File: src/design/arpc_pkg.sv
// ----------------------------------------------------------------------------
// arpc_pkg: shared types and constants of the address range prefix cover
// Holds the beat formats of both channels and the entry format of the
// queue between the front and back parts.
// ----------------------------------------------------------------------------
package arpc_pkg;

    localparam int ADDR_BITS       = 32;
    localparam int CNT_W           = 16;
    localparam int LEN_W           = 6;
    localparam int COUNT_BITS_DEF  = 16;
    localparam int QDEPTH          = 2;

    typedef struct packed {
        logic [ADDR_BITS-1:0] start_address;
        logic [CNT_W-1:0]     address_count;
    } t_range_in;

    typedef struct packed {
        logic [ADDR_BITS-1:0] prefix_address;
        logic [LEN_W-1:0]     prefix_length;
        logic                 last_block;
        logic                 range_clipped;
    } t_block_out;

    typedef struct packed {
        logic [ADDR_BITS-1:0] start;
        logic [CNT_W-1:0]     remain;
        logic                 clipped;
    } t_range_job;

    typedef struct packed {
        logic full;
        logic empty;
    } t_queue_status;

endpackage

File: src/design/arpc_front.sv
// ----------------------------------------------------------------------------
// arpc_front: input side of the prefix cover
// Accepts range beats, masks the count, clips the range at the top address
// and pushes a job into the queue. Empty ranges are taken and dropped.
// ----------------------------------------------------------------------------
module arpc_front
    import arpc_pkg::*;
#(
    parameter int COUNT_BITS = COUNT_BITS_DEF
) (
    input  logic          i_in_valid,
    output logic          o_in_ready,
    input  t_range_in     i_in_data,
    input  t_queue_status i_qstat,
    output logic          o_push,
    output t_range_job    o_job
);

    localparam int CW = (COUNT_BITS < CNT_W) ? COUNT_BITS : CNT_W;

    logic [CNT_W-1:0]     cnt;
    logic [ADDR_BITS:0]   sum;
    logic [ADDR_BITS-1:0] to_top;
    logic                 clip;

    always_comb begin
        cnt    = CNT_W'(i_in_data.address_count[CW-1:0]);
        sum    = {1'b0, i_in_data.start_address} + (ADDR_BITS+1)'(cnt);
        clip   = sum[ADDR_BITS] && (sum[ADDR_BITS-1:0] != '0);
        to_top = '0 - i_in_data.start_address;

        o_in_ready      = !i_qstat.full;
        o_push          = i_in_valid && o_in_ready && (cnt != '0);
        o_job.start     = i_in_data.start_address;
        o_job.remain    = clip ? to_top[CNT_W-1:0] : cnt;
        o_job.clipped   = clip;
    end

endmodule

File: src/design/arpc_queue.sv
// ----------------------------------------------------------------------------
// arpc_queue: short job queue between front and back
// A two-entry first-in first-out store that decouples the input handshake
// from the block sequencer.
// ----------------------------------------------------------------------------
module arpc_queue
    import arpc_pkg::*;
(
    input  logic          i_clk,
    input  logic          i_rst_n,
    input  logic          i_push,
    input  t_range_job    i_job,
    input  logic          i_pop,
    output t_range_job    o_head,
    output t_queue_status o_stat
);

    localparam int PW = (QDEPTH > 1) ? $clog2(QDEPTH) : 1;
    localparam int FW = $clog2(QDEPTH + 1);

    t_range_job    r_mem [QDEPTH];
    logic [PW-1:0] r_wr_ptr, n_wr_ptr;
    logic [PW-1:0] r_rd_ptr, n_rd_ptr;
    logic [FW-1:0] r_fill, n_fill;

    always_comb begin
        o_stat.full  = (r_fill == FW'(QDEPTH));
        o_stat.empty = (r_fill == '0);
        o_head       = r_mem[r_rd_ptr];

        n_wr_ptr = r_wr_ptr;
        n_rd_ptr = r_rd_ptr;
        n_fill   = r_fill;
        if (i_push) begin
            n_wr_ptr = (r_wr_ptr == PW'(QDEPTH - 1)) ? '0 : r_wr_ptr + 1'b1;
        end
        if (i_pop) begin
            n_rd_ptr = (r_rd_ptr == PW'(QDEPTH - 1)) ? '0 : r_rd_ptr + 1'b1;
        end
        if (i_push && !i_pop) begin
            n_fill = r_fill + 1'b1;
        end else if (i_pop && !i_push) begin
            n_fill = r_fill - 1'b1;
        end
    end

    always_ff @(posedge i_clk) begin
        if (i_push) begin
            r_mem[r_wr_ptr] <= i_job;
        end
    end

    always_ff @(posedge i_clk) begin
        if (!i_rst_n) begin
            r_wr_ptr <= '0;
            r_rd_ptr <= '0;
            r_fill   <= '0;
        end else begin
            r_wr_ptr <= n_wr_ptr;
            r_rd_ptr <= n_rd_ptr;
            r_fill   <= n_fill;
        end
    end

endmodule

File: src/design/arpc_back.sv
// ----------------------------------------------------------------------------
// arpc_back: block sequencer of the prefix cover
// Takes one job at a time from the queue and emits one aligned prefix block
// per cycle into a registered output stage while that stage is free or read,
// largest first that fits the current address alignment and remaining count.
// ----------------------------------------------------------------------------
module arpc_back
    import arpc_pkg::*;
#(
    parameter int COUNT_BITS = COUNT_BITS_DEF
) (
    input  logic          i_clk,
    input  logic          i_rst_n,
    input  t_range_job    i_head,
    input  t_queue_status i_qstat,
    output logic          o_pop,
    output logic          o_out_valid,
    input  logic          i_out_ready,
    output t_block_out    o_out_data
);

    localparam int CW = (COUNT_BITS < CNT_W) ? COUNT_BITS : CNT_W;
    localparam int KW = $clog2(CW + 1);

    logic                 r_active, n_active;
    logic [ADDR_BITS-1:0] r_addr, n_addr;
    logic [CW-1:0]        r_rem, n_rem;
    logic                 r_clip, n_clip;
    logic                 r_out_valid, n_out_valid;
    t_block_out           r_out, n_out;

    logic [KW-1:0]        tz;
    logic [KW-1:0]        msb;
    logic [KW-1:0]        k;
    logic [CW-1:0]        size;
    logic                 emit;
    logic                 last;

    always_comb begin
        tz = KW'(CW - 1);
        for (int i = CW - 1; i >= 0; i--) begin
            if (r_addr[i]) begin
                tz = KW'(i);
            end
        end
        msb = '0;
        for (int j = 0; j < CW; j++) begin
            if (r_rem[j]) begin
                msb = KW'(j);
            end
        end
        k    = (tz < msb) ? tz : msb;
        size = CW'(1) << k;
        last = (r_rem == size);
        emit = r_active && (!r_out_valid || i_out_ready);
        o_pop = !r_active && !i_qstat.empty;

        n_active    = r_active;
        n_addr      = r_addr;
        n_rem       = r_rem;
        n_clip      = r_clip;
        n_out       = r_out;
        n_out_valid = r_out_valid && !i_out_ready;

        if (emit) begin
            n_out.prefix_address = r_addr;
            n_out.prefix_length  = LEN_W'(ADDR_BITS) - LEN_W'(k);
            n_out.last_block     = last;
            n_out.range_clipped  = r_clip;
            n_out_valid          = 1'b1;
            n_addr               = r_addr + ADDR_BITS'(size);
            n_rem                = r_rem - size;
            n_active             = !last;
        end else if (o_pop) begin
            n_active = 1'b1;
            n_addr   = i_head.start;
            n_rem    = i_head.remain[CW-1:0];
            n_clip   = i_head.clipped;
        end
    end

    always_ff @(posedge i_clk) begin
        r_addr <= n_addr;
        r_rem  <= n_rem;
        r_clip <= n_clip;
        r_out  <= n_out;
    end

    always_ff @(posedge i_clk) begin
        if (!i_rst_n) begin
            r_active    <= 1'b0;
            r_out_valid <= 1'b0;
        end else begin
            r_active    <= n_active;
            r_out_valid <= n_out_valid;
        end
    end

    assign o_out_valid = r_out_valid;
    assign o_out_data  = r_out;

endmodule

File: src/design/address_range_to_prefix_cover_top.sv
// Flow: with the back part idle, an accepted range is written into the queue,
// popped into the sequencer registers, then its first block is registered.
// Throughput: a range is loaded, then one block per cycle while the output
// is ready (at most 30 blocks per range), set by the back part sequencer.
// The two-entry job queue takes new ranges while a range is being emitted.
// Synchronous active-low reset empties the queue and the output stage.
// ----------------------------------------------------------------------------
// address_range_to_prefix_cover_top: address range to prefix block cover
// Turns a start address and an address count into the minimal ascending
// list of aligned prefix blocks, clipped at the top address.
// ----------------------------------------------------------------------------
module address_range_to_prefix_cover_top
    import arpc_pkg::*;
#(
    parameter int COUNT_BITS = COUNT_BITS_DEF
) (
    input  logic       i_clk,
    input  logic       i_rst_n,
    input  logic       i_in_valid,
    output logic       o_in_ready,
    input  t_range_in  i_in_data,
    output logic       o_out_valid,
    input  logic       i_out_ready,
    output t_block_out o_out_data
);

    t_queue_status qstat;
    t_range_job    push_job;
    t_range_job    head_job;
    logic          push;
    logic          pop;

    arpc_front #(
        .COUNT_BITS (COUNT_BITS)
    ) u_front (
        .i_in_valid (i_in_valid),
        .o_in_ready (o_in_ready),
        .i_in_data  (i_in_data),
        .i_qstat    (qstat),
        .o_push     (push),
        .o_job      (push_job)
    );

    arpc_queue u_queue (
        .i_clk   (i_clk),
        .i_rst_n (i_rst_n),
        .i_push  (push),
        .i_job   (push_job),
        .i_pop   (pop),
        .o_head  (head_job),
        .o_stat  (qstat)
    );

    arpc_back #(
        .COUNT_BITS (COUNT_BITS)
    ) u_back (
        .i_clk       (i_clk),
        .i_rst_n     (i_rst_n),
        .i_head      (head_job),
        .i_qstat     (qstat),
        .o_pop       (pop),
        .o_out_valid (o_out_valid),
        .i_out_ready (i_out_ready),
        .o_out_data  (o_out_data)
    );

endmodule

File: config.mk
export PLATFORM = sky130hd
export DESIGN_NAME = address_range_to_prefix_cover_top
export DESIGN_NICKNAME = d
export VERILOG_FILES = /design/src/design/arpc_pkg.sv /design/src/design/arpc_front.sv /design/src/design/arpc_queue.sv /design/src/design/arpc_back.sv /design/src/design/address_range_to_prefix_cover_top.sv
export SDC_FILE = /design/constraint.sdc
export NUM_CORES = 1
export LEC_CHECK = 0
export ABC_AREA = 1
export BUFFER_PORTS_ARGS = -buffer_cell sky130_fd_sc_hd__buf_2
export CORE_MARGIN = 2
export CORE_UTILIZATION = 52
export CTS_CLUSTER_SIZE = 40
export DETAILED_ROUTE_END_ITERATION = 7
export GPL_TIMING_DRIVEN = 1
export PLACE_DENSITY = 0.77
export SLEW_MARGIN = 20
export SYNTH_ARGS = -nofsm -noshare
export SYNTH_HDL_FRONTEND = slang
export SYNTH_HIERARCHICAL = 1
export SYNTH_SLANG_ARGS = --single-unit
File: constraint.sdc
create_clock -name i_clk -period 7.8 [get_ports i_clk]
set_input_delay 0.78 -clock i_clk [delete_from_list [all_inputs] [get_ports i_clk]]
set_output_delay 0.78 -clock i_clk [all_outputs]
set_load 0.05 [all_outputs]
# Yosys cells after proc, flatten, opt, wreduce, memory -nomap -nowiden

Memory sizes are Yosys's and may differ from the RTL's. A register that Yosys moved wholly into a read port is not among the register bits.
Index checks and enable logic that the tools add are counted.

Add/subtract/negate cells: 9
Magnitude comparators: 1
Equal/unequal tests: 2
Shift-type cells: 1
Muxes and demuxes: 47
Bitwise gates (word level): 1
Reductions and logical operators: 23

Operator list:

| operator                                           | number |
|---|---|
| 2-to-1 mux 4 bit                                   | 17 |
| 2-to-1 mux 32 bit                                  | 2 |
| 2-to-1 mux 16 bit                                  | 3 |
| adder 32 x 16 -> 33 bit                            | 1 |
| adder 32 x 16 -> 32 bit                            | 1 |
| nonzero test 32 bit                                | 1 |
| 2-to-1 mux 3 bit                                   | 8 |
| == test 16 bit                                     | 1 |
| nonzero test 16 bit                                | 1 |
| left shift 1 x 5 -> 16 bit (first input constant)  | 1 |
| subtractor 1 x 16 -> 16 bit (first input constant) | 1 |
| subtractor 16 bit                                  | 1 |
| 2-to-1 mux 2 bit                                   | 6 |
| 2-to-1 mux 1 bit                                   | 11 |
| logical AND 1 bit                                  | 8 |
| zero test 1 bit                                    | 8 |
| subtractor 6 x 5 -> 6 bit (first input constant)   | 1 |
| less-than comparator 4 bit                         | 1 |
| nonzero test 2 bit                                 | 2 |
| adder 1 bit (second input constant)                | 2 |
| adder 2 x 1 -> 2 bit (second input constant)       | 1 |
| == test 2 bit (second input constant)              | 1 |
| zero test 2 bit                                    | 1 |
| AND reduction 2 bit                                | 1 |
| other kinds (3)                                    | 3 |

Register bits after elaboration: 95
Memory bits (writable): 98
Bits of input ports: 52
Output and inout port bits: 42
Memories kept: 1

Memories:

| name          | depth | bits a word | rd ports | clocked after memory_dff | wr ports | line             | text |
|---|---|---|---|---|---|---|---|
| u_queue.r_mem | 2     | 49          | 1        | 1                        | 1        | arpc_queue.sv:21 | `t_range_job r_mem [QDEPTH];` |

# Longest topological paths before layout

Gate-level depths: netlist (run 1).

Depth in word-level cells: 21
Depth in mapped cells: 44

# Modules after synthesis

The synthesis (run 1) kept the hierarchy.

By module, submodules not included:

| module     | times used | cells each | area an instance (um^2) |
|---|---|---|---|
| arpc_back  | 1          | 648        | 5741.8 |
| arpc_queue | 1          | 187        | 3808.7 |
| arpc_front | 1          | 562        | 2885.3 |

# Least setup slack after synthesis (run 1)

Ideal clock, no wire load.

Kind: reg-to-reg
From: register u_back.r_rem[11]
To: register u_back.r_addr[28] (data pin)
Library setup time: 0.254 ns
Data arrival time: 4.577 ns
Data required time: 7.546 ns
Setup slack: 2.969 ns
Stages on the path, launching flop included: 33
Period minus slack after synthesis: 4.831 ns
Cell sequence: edfxtp_1 -> nor4_1 -> inv_1 -> o21ai_1 -> inv_2 -> ha_1 -> a21oi_1 -> nor2_1 -> nor2_1 -> nand2_2 -> o21ai_1 -> ha_1 -> ha_1 -> inv_1 -> nor2_1 -> ha_1 -> inv_1 -> fa_1 -> nand3b_1 -> nand2_1 -> a31oi_2 -> o21ai_2 -> nand2_2 -> nand2_2 -> nand2_2 -> nand2_4 -> a21oi_4 -> o21ai_4 -> nand2_4 -> nor3_4 -> nand3_1 -> nand3_1 -> nand2_1

Word-level cells in the longest chain between the ends: 10

RTL lines:

| item                            | line            | text |
|---|---|---|
| from (decl)                     | arpc_back.sv:27 | `logic [CW-1:0] r_rem, n_rem;` |
| from (signal assigned)          | arpc_back.sv:84 | `r_rem <= n_rem;` |
| 2-to-1 mux 4 bit * (5 in a row) | arpc_back.sv:48 | `if (r_rem[j]) begin` |
| less-than comparator 4 bit      | arpc_back.sv:52 | `k = (tz < msb) ? tz : msb;` |
| 2-to-1 mux 4 bit *              | arpc_back.sv:52 |  |
| left shift 1 x 5 -> 16 bit *    | arpc_back.sv:53 | `size = CW'(1) << k;` |
| adder 32 x 16 -> 32 bit *       | arpc_back.sv:71 | `n_addr = r_addr + ADDR_BITS'(size);` |
| 2-to-1 mux 32 bit *             | arpc_back.sv:65 | `if (emit) begin` |
| net u_back.n_addr[28]           | arpc_back.sv:26 | `logic [ADDR_BITS-1:0] r_addr, n_addr;` |
| to (signal assigned)            | arpc_back.sv:83 | `r_addr <= n_addr;` |
| to (decl)                       | arpc_back.sv:26 |  |

Mark *: on every way through the listed nets, which the timed path passes. The rest lies on a longest branch.
A chain may end at the register's enable or synchronous reset.

# Worst setup path after layout (run 1)

Same ends and word-level chain as after synthesis.

==> results of run 1 <==
[kinds of logic (layout without fill, tap and decap cells)]
| group | after synthesis | after routing | share of synthesized area (%) |
|---|---|---|---|
| buf+inv | 236 | 317 | 8.65 |
| compound gates | 128 | 128 | 6.01 |
| flops | 194 | 194 | 46.3 |
| mux | 49 | 49 | 4.74 |
| simple gates | 678 | 678 | 24.4 |
| fa+ha+maj | 62 | 62 | 6.42 |
| xor+xnor | 50 | 50 | 3.52 |
[per-stage QoR]
stage / cell area (µm²) / power [mW] / instances / worst slack, ns
final: 13600 / 4.77 / 1797 / 2.24
after global routing: 13600 / 5.10 / 1797 / 1.76
after CTS: 13600 / 4.78 / 1797 / 2.33
after detailed placement: 13000 / 3.92 / 1765 / 2.35
after global placement: 13000 / 3.87 / 1765 / 2.53
after floorplan: 12400 / 3.43 / 1397 / 2.97
[cell type report]
class / count / area [µm²] / area share, %
Multi-Input combinational cell: 967 / 5630 / 41.4
Clock buffer: 19 / 443 / 3.26
Timing Repair Buffer: 101 / 526 / 3.87
Clock inverter: 13 / 135 / 0.995
Tap cell: 319 / 399 / 2.94
Inverter: 184 / 691 / 5.09
Sequential cell: 194 / 5760 / 42.4
[placed cells by master, fill, tap and decap left out, drive strengths merged, types with 9 or more instances in the layout]
cell type / synthesis / layout
nand3: 83 / 83
mux2: 49 / 49
a31oi: 9 / 9
xor2: 34 / 34
nand4: 23 / 23
edfxtp: 187 / 187
or2: 10 / 10
o21ai: 54 / 54
xnor2: 16 / 16
inv: 180 / 187
nand2: 408 / 408
nor4: 14 / 14
nor3: 17 / 17
ha: 59 / 59
nor2: 110 / 110
buf: 43 / 101
clkinv: 4 / 9
a21oi: 46 / 46
clkbuf: 9 / 19
[power groups by stage]
| stage | Sequential, mW | Clock, mW | Combinational [mW] |
|---|---|---|---|
| detailed placement | 1.83 | 0 | 2.09 |
| global placement | 1.81 | 0 | 2.06 |
| floorplan | 2.05 | 0 | 1.38 |
| finish | 1.81 | 0.846 | 2.12 |
| CTS | 1.81 | 0.862 | 2.11 |
| global route | 1.85 | 0.897 | 2.35 |
[worst paths after layout]
kind / slack, ns / depth (start not counted) / start / to
max: 2.24 / 32 / u_back/r_rem[11]$_DFFE_PP_ / u_back/r_addr[28]$_DFFE_PP_
min: 0.44 / 0 / u_back/r_clip$_DFFE_PP_ / u_back/o_out_data[0]$_DFFE_PP_
max reg2reg: 2.24 / 32 / u_back/r_rem[11]$_DFFE_PP_ / u_back/r_addr[28]$_DFFE_PP_
min reg2reg: 0.44 / 0 / u_back/r_clip$_DFFE_PP_ / u_back/o_out_data[0]$_DFFE_PP_
[registers in the layout (all words and copies together), names as in the netlist, named ones only]
register	flops
u_queue/r_rd_ptr	1
u_queue/r_wr_ptr	1
u_back/r_clip	1
u_back/o_out_valid	1
u_back/r_rem	16
u_back/o_out_data	40
u_queue/r_fill	2
u_back/r_active	1
u_queue/r_mem	98
u_back/r_addr	32
[layer usage]
| metal | global-route usage [%] | vias to the layer above | part of all wire, % |
|---|---|---|---|
| li1 | - | 4772 | - |
| met1 | 32.9 | 4491 | 46 |
| met2 | 36.3 | 323 | 46 |
| met3 | 2.78 | 27 | 5.8 |
| met4 | 6.65 | 0 | 1.6 |
| met5 | 0 | - | 0 |
==> flow_metrics.py, run 1 <==
metrics = {
    "clock_tree": {
        "cts.path.max_buffers": 2,
        "hold_buffers": 0,
        "cts.repair.resized": 0,
        "clk_latency_ns": 0.44,
        "cts_root_buffer": "clkbuf_16",
        "clk_pin_slew_worst_paths_ns": 0.07,
        "htreeDepth": 4,
        "cts.sinks": 194,
        "cts_buffers": 17,
        "cts_post_setup_buffers_inserted": 0,
        "tritoncts": "done",
    },
    "sta": {
        "setup_tns_ns": 0,
        "fin_skew_ns": 0.0129,
        "rsz0062_at_grt": "false",
        "fmaxAchievable_mhz": 180,
        "hold_viol_final": 0,
        "worstMarginPinSlew_ns": 0.689,
        "min_period_ns": 5.56,
        "relSlewSlack_pct": 54.1,
        "hold_slack_ns": 0.444,
        "period_share_pct": 71.3,
        "setup_viol": 0,
        "report.final.slew_viol_count": 0,
    },
    "logic_synthesis": {
        "synth_most_common_cell": "nand2_1",
        "ys_types": 60,
        "ys_seq_elements": 194,
        "synth_common_cells": "nand2_1 (379), edfxtp_1 (187), inv_1 (153)",
        "synth_nets": 1511,
        "synth-edff-count": 187,
        "ys_seq_area_share_pct": 46.3,
        "yosysWarningCount": 6,
        "synth.avg_cell_area_um2": 8.90,
        "ys.flop_type": "edfxtp_1",
        "synth_top_cell_by_area": "edfxtp_1",
        "async_flop_share_pct": 0,
        "syn_area_um2": 12400,
        "synth.area.top_cells": "edfxtp_1 (45%), nand2_1 (11%), ha_1 (5.9%), inv_1 (4.6%), mux2_2 (3.5%)",
        "synthCells": 1397,
        "yosysTopAreaCellShare_pct": 45.2,
    },
    "pwr": {
        "p_sw_mw": 2.03,
        "leakage_nw": 5.95,
        "internal_power_mw": 2.75,
        "p_comb_share_pct": 44.4,
        "pwr-share-clk_pct": 17.7,
        "peakVddDrop_v": 0.000187,
        "p_per_area_nw_per_um2": 352,
        "seqPwrFrac_pct": 37.9,
        "swShare_pct": 42.5,
    },
    "worst_setup_path": {
        "worstSetupPathType": "register to register",
        "timing.critical_path.buf_inv": 4,
        "critPathLaunchType": "register",
        "crit_family": "simple AND/OR/NAND/NOR gates",
        "slowest_delay_ns": 0.42,
        "crit_required_ns": 7.99,
        "crit_path_end_kind": "register",
        "cp_max_fo": 6,
        "cp_data_arrival_time_ns": 5.75,
        "crit_slowest_cell": "edfxtp_1",
    },
    "layout": {
        "final_core_util_pct": 57.8,
        "fin_nets": 1579,
        "drive_gt1_share_pct": 18.2,
        "n_fill_cell": 2054,
        "diodes": 0,
        "area.growth.synth_to_final_pct": 9.17,
    },
    "drt": {
        "wl_per_cell_um": 15.7,
        "firstDrtPassIters": 5,
        "drc": 0,
        "via_per_inst": 5.35,
        "antenna_left": 0,
        "wirelength_um": 28200,
        "drt_iter0_drc": 932,
        "num_vias": 9613,
    },
    "die": {
        "die_y_um": 159,
        "die_w_um": 159,
        "rows": 56,
        "io_pins": 94,
        "start_util_pct": 53.0,
        "die_area_um2": 25200,
        "coreArea_um2": 23500,
    },
    "placed_design": {
        "numPortBuffers": 93,
        "gp_congestion": 0.978,
        "dp_hpwl_um": 21700,
    },
    "grt": {
        "overflow": 0,
        "first_global_vias": 8845,
        "grt_first_pass_wirelength_um": 44400,
        "grt_max_degree": 64,
        "grt.total_usage_pct": 22.8,
        "antenna_found_initial": 0,
    },
    "min_path": {
        "hold_class": "register to register",
    },
    "run": {
        "cap_violations": 0,
    },
    "run_status": {
        "outcome": "finished, final reports clean",
    },
}
Note: power is estimated with default switching activity, not from simulation.
==> run 2, diff against run 1 <==
ABC_AREA = 0   (was 1)
PLACE_DENSITY = 0.8   (was 0.77)
clock period = 4.8 ns   (was 7.8 ns; I/O delays follow)
==> run 2 against run 1 <==
  * The flow now finishes with violations (setup timing)
  * Core utilization increased by 5.8 points
  * Via count decreased by 8.0%
  * Combinational power increased by 110%
  * Sequential power increased by 61%
  * Flip-flop and latch count unchanged
  * Largest cell class unchanged
==> flow_metrics.py, run 2 <==
metrics = {
    "logic_synthesis": {
        "syn_area_um2": 11600,
        "ys_seq_area_share_pct": 49.7,
        "synth_common_cells": "edfxtp_1 (187), nand2_1 (91), o21ai_0 (77)",
        "yosysWarningCount": 6,
        "synth.avg_cell_area_um2": 11.1,
        "ys.flop_type": "edfxtp_1",
        "synth_most_common_cell": "edfxtp_1",
        "synth_nets": 1155,
        "yosysTopAreaCellShare_pct": 48.5,
        "synth.area.top_cells": "edfxtp_1 (48%), mux2_2 (6.6%), ha_1 (6.4%), o21ai_0 (3.3%), nand2_1 (2.9%)",
        "ys_types": 82,
        "synth-edff-count": 187,
        "synthCells": 1041,
        "synth_top_cell_by_area": "edfxtp_1",
        "async_flop_share_pct": 0,
        "ys_seq_elements": 194,
    },
    "grt": {
        "overflow": 0,
        "grt_max_degree": 74,
        "first_global_vias": 8495,
        "grt.total_usage_pct": 23.6,
        "antenna_found_initial": 0,
        "grt_first_pass_wirelength_um": 44400,
    },
    "pwr": {
        "leakage_nw": 5.35,
        "total_power_mw": 8.63,
        "p_per_area_nw_per_um2": 621,
        "peakVddDrop_v": 0.000291,
    },
    "layout": {
        "diodes": 0,
        "instances_no_fill": 1502,
        "largest_reg_flops": 98,
        "design_area_um2": 13900,
        "mostFrequentLayoutCells": "edfxtp_1 (187), buf_4 (107), buf_2 (94)",
        "area.growth.synth_to_final_pct": 20.0,
        "fin_nets": 1323,
        "top_register": "u_queue/r_mem",
        "layout_commonest_cell": "edfxtp_1",
        "drive_gt1_share_pct": 33.4,
    },
    "clock_tree": {
        "clk_pin_slew_worst_paths_ns": 0.07,
        "htreeDepth": 4,
        "clk_latency_ns": 0.44,
        "cts.sinks": 194,
        "cts_buffers": 17,
        "tritoncts": "done",
        "cts.path.max_buffers": 2,
        "cts_root_buffer": "clkbuf_16",
    },
    "die": {
        "die_y_um": 153,
        "rows": 54,
        "io_pins": 94,
        "die_w_um": 153,
        "coreArea_um2": 21800,
        "die_area_um2": 23500,
        "start_util_pct": 53.1,
    },
    "worst_setup_path": {
        "crit_start": "u_back/r_rem[11]$_DFFE_PP_",
        "critPathLaunchType": "register",
        "r2r_slack_ns": -0.36,
        "reg2reg_depth": 29,
        "r2r_end": "u_back/r_rem[8]$_DFFE_PP_",
        "cp_max_fo": 4,
        "crit_required_ns": 4.96,
        "worstSetupPathType": "register to register",
        "cp_data_arrival_time_ns": 5.32,
        "slowest_delay_ns": 0.43,
        "worst_path_most_repeated_cell": "buf_4",
        "crit_slowest_cell": "nor4_1",
        "r2r_start": "u_back/r_rem[11]$_DFFE_PP_",
        "timing.critical_path.buf_inv": 9,
        "crit_path_end_kind": "register",
        "crit_family": "compound AO/OA/AOI/OAI gates",
        "worstSetupEndpoint": "u_back/r_rem[8]$_DFFE_PP_",
        "crit_cells": 29,
    },
    "drt": {
        "wirelength_um": 28200,
        "drt_iter0_drc": 881,
        "antenna_left": 0,
        "firstDrtPassIters": 7,
        "drc": 0,
        "wl_per_cell_um": 18.8,
        "via_per_inst": 5.89,
        "num_vias": 8844,
    },
    "run_status": {
        "violations": "setup timing",
        "outcome": "complete, but fails checks",
    },
    "sta": {
        "period_share_pct": 108,
        "min_period_ns": 5.16,
        "report.final.slew_viol_count": 0,
        "fmaxAchievable_mhz": 194,
        "fin_skew_ns": 0.0102,
        "relSlewSlack_pct": 34.5,
        "rsz0062_at_grt": "true",
        "setup_tns_ns": -5.93,
        "worst_slack_ns": -0.364,
        "worstMarginPinSlew_ns": 0.983,
        "hold_viol_final": 0,
        "setup_viol": 27,
    },
    "placed_design": {
        "place_area_um2": 12800,
        "numPortBuffers": 93,
        "place_inst": 1443,
        "dp_slack_ns": -0.282,
        "dp_hpwl_um": 19800,
        "gp_congestion": 0.955,
    },
    "min_path": {
        "hold_class": "primary input to register",
        "min_delay_path_depth": 1,
    },
    "run": {
        "cap_violations": 0,
    },
}
[run 2: changes by cell type in the layout (fill, tap and decap cells not counted), sizes merged, moves of 13 or more]
cell   change
nand2    -317
inv      -135
buf      +107
nand3     -65
nor2      -44
o21ai     +24
mux2      +19
or3       +19
xnor2     +15
and3      +13
[run 2: cell type report]
class | instances | area, µm²
inverter | 47 | 181
fill | 1632 | 7930
clock inverter | 15 | 126
multi-input combinational | 741 | 5700
clock buffer | 17 | 425
sequential | 194 | 5760
tap | 280 | 350
timing repair buffer | 208 | 1350
[run 2: report_power, final]
part	internal (mW)	switching (mW)
clock	0.676	0.651
combinational	1.87	2.51
sequential	2.60	0.327
total	5.14	3.49
[run 2: cells by family (layout without fill, tap and decap cells)]
kind of cell,count (synthesis),in the layout,synth area share [%]
and+or+nand+nor,316,316,13.8
AOI/OAI and AO/OA,233,233,13.4
buffers and inverters,106,287,4.85
DFF,194,194,49.7
xor gates and xnor gates,59,59,4.46
adders and majority gates,62,62,6.89
muxes,71,71,6.87
[run 2: per-layer routing]
| layer | share of wire, % | vias up | routed length [µm] | global-route usage, % |
|---|---|---|---|---|
| met1 | 45 | 4269 | 12800 | 33.5 |
| met2 | 47 | 327 | 13200 | 37.6 |
| li1 | - | 4213 | - | - |
| met4 | 1.8 | 0 | 519 | 6.75 |
| met5 | 0 | - | 0 | 0 |
| met3 | 6.0 | 35 | 1690 | 4.00 |
[run 2: per-stage QoR]
step	hold WS, ns	utilization (%)
final	0.288	63.7
after global placement	0.420	58.5
after floorplan	0.400	-
after global routing	0.273	63.7
after CTS	0.269	62.3
after detailed placement	0.414	58.5
[run 2: worst min path at each step]
stage | start | endpoint | slack [ns]
floorplan | u_back/r_clip$_DFFE_PP_ | u_back/o_out_data[0]$_DFFE_PP_ | 0.40
global placement | u_back/r_clip$_DFFE_PP_ | u_back/o_out_data[0]$_DFFE_PP_ | 0.42
detailed placement | u_back/r_clip$_DFFE_PP_ | u_back/o_out_data[0]$_DFFE_PP_ | 0.41
CTS | i_in_data[44] | u_queue/r_mem[0][45]$_DFFE_PP_ | 0.27
global route | i_in_data[44] | u_queue/r_mem[0][45]$_DFFE_PP_ | 0.27
finish | i_in_data[44] | u_queue/r_mem[1][45]$_DFFE_PP_ | 0.29
[run 2: repair_timing]
item,in CTS,in global routing
pin swaps,28,57
setup endpoints to repair,28,37
gates resized for setup,41,56
cloned,0,1
hold buffers,0,0
setup buffers,15,12
